File: src/hdl/trnf_pkg.sv
package trnf_pkg;

    localparam int CFG_IDX_W = 2;
    localparam int REG_W     = 17;
    localparam int SUM_W     = 63;
    localparam int CNT_W     = 7;

    localparam logic [CFG_IDX_W-1:0] REG_RECORD_LENGTH = 2'd0;
    localparam logic [CFG_IDX_W-1:0] REG_TAIL_FRACTION = 2'd1;
    localparam logic [CFG_IDX_W-1:0] REG_MIN_TAIL      = 2'd2;

    localparam logic [REG_W-1:0] FRAC_ONE      = 17'd65536;
    localparam logic [REG_W-1:0] FRAC_DEFAULT  = 17'd6554;
    localparam logic [16:0]      DB_FLOOR      = 17'd76800;
    localparam logic [26:0]      DB_PER_LOG2   = 27'd101008905;
    localparam logic [CNT_W-1:0] DIV_STEPS     = 7'd78;
    localparam logic [CNT_W-1:0] SQRT_STEPS    = 7'd31;
    localparam logic [CNT_W-1:0] LOG_STEPS     = 7'd15;

    typedef enum logic [9:0] {
        ST_IDLE  = 10'b0000000001,
        ST_DRAIN = 10'b0000000010,
        ST_DIV   = 10'b0000000100,
        ST_SQRT  = 10'b0000001000,
        ST_LOADN = 10'b0000010000,
        ST_NORM  = 10'b0000100000,
        ST_LOG   = 10'b0001000000,
        ST_MUL   = 10'b0010000000,
        ST_FIN   = 10'b0100000000,
        ST_DONE  = 10'b1000000000
    } state_t;

    typedef struct packed {
        logic             accept;
        logic             clr;
        logic             div_step;
        logic             sqrt_step;
        logic             norm_load;
        logic             norm_step;
        logic             log_step;
        logic             mul;
        logic             fin;
        logic             emit;
        logic             sel;
        logic [CNT_W-1:0] cnt;
    } cmd_t;

    typedef struct packed {
        logic last;
        logic norm_zero;
        logic norm_msb;
    } status_t;

endpackage

File: src/hdl/trnf_ctrl.sv
module trnf_ctrl (
    input  logic              clk,
    input  logic              rst_n,
    input  logic              start,
    output logic              busy,
    input  trnf_pkg::status_t status,
    output trnf_pkg::cmd_t    cmd
);
    import trnf_pkg::*;

    state_t           state_reg, state_next;
    logic [CNT_W-1:0] cnt_reg, cnt_next;
    logic             sel_reg, sel_next;

    always_ff @(posedge clk or negedge rst_n)
    begin
        if (!rst_n)
        begin
            state_reg <= ST_IDLE;
            cnt_reg   <= '0;
            sel_reg   <= 1'b0;
        end
        else
        begin
            state_reg <= state_next;
            cnt_reg   <= cnt_next;
            sel_reg   <= sel_next;
        end
    end

    assign busy = (state_reg != ST_IDLE);

    always_comb
    begin
        state_next = state_reg;
        cnt_next   = cnt_reg;
        sel_next   = sel_reg;
        cmd        = '0;
        cmd.sel    = sel_reg;
        cmd.cnt    = cnt_reg;
        case (state_reg)
            ST_IDLE:
            begin
                cmd.accept = start;
                if (start && status.last)
                    state_next = ST_DRAIN;
            end
            ST_DRAIN:
            begin
                cmd.clr    = 1'b1;
                cnt_next   = DIV_STEPS;
                state_next = ST_DIV;
            end
            ST_DIV:
            begin
                cmd.div_step = 1'b1;
                cnt_next     = cnt_reg - 1'b1;
                if (cnt_reg == '0)
                begin
                    cnt_next   = SQRT_STEPS;
                    state_next = ST_SQRT;
                end
            end
            ST_SQRT:
            begin
                cmd.sqrt_step = 1'b1;
                cnt_next      = cnt_reg - 1'b1;
                if (cnt_reg == '0)
                begin
                    sel_next   = 1'b0;
                    state_next = ST_LOADN;
                end
            end
            ST_LOADN:
            begin
                cmd.norm_load = 1'b1;
                state_next    = ST_NORM;
            end
            ST_NORM:
            begin
                if (status.norm_zero)
                    state_next = ST_FIN;
                else if (status.norm_msb)
                begin
                    cnt_next   = LOG_STEPS;
                    state_next = ST_LOG;
                end
                else
                    cmd.norm_step = 1'b1;
            end
            ST_LOG:
            begin
                cmd.log_step = 1'b1;
                cnt_next     = cnt_reg - 1'b1;
                if (cnt_reg == '0)
                    state_next = ST_MUL;
            end
            ST_MUL:
            begin
                cmd.mul    = 1'b1;
                state_next = ST_FIN;
            end
            ST_FIN:
            begin
                cmd.fin = 1'b1;
                if (!sel_reg)
                begin
                    sel_next   = 1'b1;
                    state_next = ST_LOADN;
                end
                else
                    state_next = ST_DONE;
            end
            ST_DONE:
            begin
                cmd.emit   = 1'b1;
                state_next = ST_IDLE;
            end
            default:
            begin
                state_next = ST_IDLE;
            end
        endcase
    end

    a_last_busy: assert property (@(posedge clk) disable iff (!rst_n)
        cmd.accept && status.last |=> busy)
        else $error("last sample did not start finishing");
    a_emit_idle: assert property (@(posedge clk) disable iff (!rst_n)
        cmd.emit |=> !busy)
        else $error("block not idle after result");
    a_one_unit: assert property (@(posedge clk) disable iff (!rst_n)
        $onehot0({cmd.div_step, cmd.sqrt_step, cmd.norm_step, cmd.log_step, cmd.mul, cmd.fin}))
        else $error("more than one unit stepped");
    a_accept_idle: assert property (@(posedge clk) disable iff (!rst_n)
        cmd.accept |-> !busy && start)
        else $error("transaction taken while busy");

endmodule

File: config.mk
export PLATFORM = sky130hd
export DESIGN_NAME = trnf_ctrl
export DESIGN_NICKNAME = d
export VERILOG_FILES = /design/src/hdl/trnf_pkg.sv /design/src/hdl/trnf_ctrl.sv
export SDC_FILE = /design/constraint.sdc
export NUM_CORES = 1
export LEC_CHECK = 0
export BUFFER_PORTS_ARGS = -buffer_cell sky130_fd_sc_hd__buf_2
export CORE_ASPECT_RATIO = 1.25
export CORE_MARGIN = 2
export CORE_UTILIZATION = 48
export DETAILED_ROUTE_END_ITERATION = 6
export PLACE_DENSITY = 0.71
export REMOVE_ABC_BUFFERS = 1
export SLEW_MARGIN = 20
export SYNTH_ARGS = -nofsm -noshare
export SYNTH_HDL_FRONTEND = slang
export SYNTH_SLANG_ARGS = --single-unit
File: constraint.sdc
create_clock -name clk -period 1.6 [get_ports clk]
set_input_delay 0.24 -clock clk [delete_from_list [all_inputs] [get_ports clk]]
set_output_delay 0.24 -clock clk [all_outputs]
set_load 0.02 [all_outputs]
==> summary.md <==
| Metric | Value |
|---|---|
| Top FF cell, synth | `dfrtp_1` |
| Reg2reg path depth | `9` |
| Hold path cells | `2` |
| Io pins | `25` |
| Failing checks | `negative setup slack` |
| Total CTS buffers | `3` |
| Synth area leaders | `dfrtp_1 (35%), o21ai_0 (4.1%), nor4_4 (3.5%), inv_1 (3.4%), nor2_1 (3.1%)` |
| Via count | `1498` |
| Layout cell share with drive strength beyond 1 | `61.71%` |
| Startpoint types | `flip-flop` |
| Setup violations, final | `28` |
| Slew @ Worst Pin | `0.4286 ns` |
| Unique masters post-synth | `44` |
| CTS max path bufs | `2` |
| RD Place Congestion | `0.8844` |
| Vias in the first global route | `1540` |
| Min Hold Slack | `0.2096 ns` |
| Largest net degree at the start of global routing | `19` |
| Endpoint class of the critical path | `output port` |
| Register area share after synthesis | `37.10%` |
| Gr usage total | `33.28%` |
| DR WL/cell | `21.27 um` |
| Synthesized area | `1217 um2` |
| Post-DP HPWL | `2664 um` |
| H-Tree Level Count | `1` |
| DR vias/cell | `5.875` |
| Core box area | `2427 um2` |
| Clk_skew | `0.001501 ns` |
| Fin. max-slew vios | `0` |
| Die Y | `60.31 um` |
| Hold Path Sink | `state_reg[8]` |
| Root Buffer | `clkbuf_4` |
| Leading area contributor after synthesis | `dfrtp_1` |
| Syn_area_per_cell | `9.154 um2` |
| Hold crit path type | `input port to flip-flop` |
| Fmax | `464.8 MHz` |
| # nets final | `231` |
| Min-delay src | `status[1]` |
| TritonCTS clock tree | `built` |
| Top cell type's share of synthesized area | `34.94%` |
| Number of flops mapped to enable cells by yosys | `0` |
| Worst path required time | `1.36 ns` |
| #FFs+latches synth | `18` |
| Slew headroom | `71.42%` |
| Antenna Cells | `0` |
| TritonCTS Sinks | `18` |
| Fin crit period | `2.151 ns` |
| Port Buffer Count | `24` |
| Peak supply drop | `0.9446 mV` |
| Hold Vio Cnt, Final | `0` |
| Worst-skew pair later-pin latency | `0.30 ns` |
| GRT Residual Overflow | `0` |
| Die area | `2958 um2` |
| DRT iter0 DRCs | `91` |
| Die W | `49.05 um` |
| Total Neg Setup Slack | `-10.80 ns` |
| TritonRoute pass-1 iters | `4` |
| Syn Inst Count | `133` |
| Leak | `0.001082 uW` |
| Run status | `finished with violations` |
| FF-to-FF Start | `state_reg[8]` |
| Initial antenna violation count | `0` |
| Maximum capacitance violations | `0` |
| Row cnt | `20` |
| WP data arrival | `1.91 ns` |
| Final Non-Filler Cells | `255` |
| PwrDens | `1133 nW/um2` |
| Clock-pin transition on the worst setup and hold timing paths | `0.11 ns` |
| # DRC | `0` |
| Synth-to-layout area growth | `80.06%` |
| Worst reg2reg setup slack | `-0.51 ns` |
| Fraction of registers with async set/reset | `100.0%` |
| Final period util | `134.5%` |
| Critical path peak fanout | `3` |
| R2R Path End | `cnt_reg[4]` |
| Initial cell density of the core | `50.15%` |
| CP Class | `flip-flop to output port` |
| Setup ws final | `-0.5513 ns` |
| Final wirelength | `5423 um` |
| YS warnings | `0` |
| Final ANT Viol Nets | `0` |
| Max FFs per register | `10` |
| Placed Cells | `223` |
| # fillers | `105` |
| RSZ-0062 raised after global routing | `true` |
| Global-route wire length before repair | `7272 um` |
cells by family (layout without fill, tap and decap cells):
logic type / Yosys count / count (layout) / share of synthesized area (%)
and+or+nand+nor: 55 / 55 / 30.73
buffers and inverters: 21 / 110 / 8.838
DFF: 18 / 18 / 37.10
adders and majority gates: 2 / 2 / 2.055
xor gates and xnor gates: 4 / 4 / 2.878
AOI/OAI and AO/OA: 33 / 33 / 18.40
layer usage:
metal / global-route usage [%] / up-vias / wire [um] / part of all wire (%)
met1: 35.58 / 717 / 2084 / 38
met3: 4.750 / 38 / 283 / 5.2
met2: 60.86 / 85 / 2734 / 50
met5: 0 / - / 0 / 0
li1: - / 658 / - / -
met4: 24.49 / 0 / 320 / 5.9
cell usage in the layout, fill, tap and decap left out, types with 3 or more instances in the layout:
cell type	instances
nand2_1	6
dfrtp_1	13
a21o_1	4
buf_2	13
nor4_4	5
buf_4	53
nor3_1	3
or3_1	3
buf_6	27
xor2_1	3
nor2b_1	3
o21ai_0	6
clkbuf_4	3
o21a_1	3
nor2_1	5
nor2_2	4
inv_1	8
dfrtp_2	4
Yosys cell counts, types with 4 or more instances:
| cell | number |
|---|---|
| nor2b_1 | 4 |
| dfrtp_1 | 17 |
| nor4_1 | 4 |
| nor3_1 | 4 |
| inv_1 | 11 |
| buf_4 | 4 |
| a21o_1 | 4 |
| buf_2 | 5 |
| or3_1 | 4 |
| o21ai_0 | 10 |
| nand2_1 | 6 |
| nor2_1 | 10 |
stage by stage:
| step | util [%] | power [uW] | cell area, um2 | setup slack, ns |
|---|---|---|---|---|
| 3_5_place_dp | 67.37 | 1705 | 1635 | -0.2270 |
| 4_1_cts | 84.28 | 2195 | 2046 | -0.4223 |
| 6_report | 90.31 | 2484 | 2192 | -0.5513 |
| 3_3_place_gp | 67.37 | 1679 | 1635 | -0.2673 |
| 2_1_floorplan | - | 1177 | 1151 | -0.3322 |
| 5_1_grt | 90.31 | 2577 | 2192 | -0.6289 |
how the worst max path moves through the flow:
stage / slack, ns / start / to
2_1_floorplan: -0.33 / state_reg[3] / state_reg[5]
3_3_place_gp: -0.27 / state_reg[5] / cnt_reg[6]
3_5_place_dp: -0.23 / state_reg[5] / cnt_reg[6]
4_1_cts: -0.42 / state_reg[9] / cmd[12]
5_1_grt: -0.63 / state_reg[8] / cnt_reg[3]
6_report: -0.55 / state_reg[8] / cmd[12]
critical path, stage by stage, from the launching register on:
cell	delay [ns]
dfrtp_1	0.45
buf_6	0.15
nor4_4	0.30
nand4_2	0.18
or3_4	0.37
inv_2	0.07
buf_6	0.11
what timing repair did:
| action | CTS | global route |
|---|---|---|
| hold buffers | 1 | 0 |
| resized for setup | 57 | 30 |
| setup buffers | 24 | 9 |
| hold endpoints to repair | 17 | 0 |
| endpoints found under the setup margin | 26 | 28 |
| pin swaps | 22 | 16 |
area by class of cell:
class                   instances  area, um2  share of cell area, %
well taps                      33      41.29                  1.884
multi-input cells              94      827.0                  37.73
inverters                      11      43.79                  1.998
repair buffers                 95      797.0                  36.36
flip-flops and latches         18      456.7                  20.83
clock buffers                   4      26.28                  1.199
power breakdown:
group / switching, uW / leakage, uW / internal (uW)
clock: 156 / 0.0000150 / 97.2
combinational: 801 / 0.000845 / 781
sequential: 102 / 0.000223 / 547
total: 1060 / 0.00108 / 1420
Note: power is estimated with default switching activity, not from simulation.
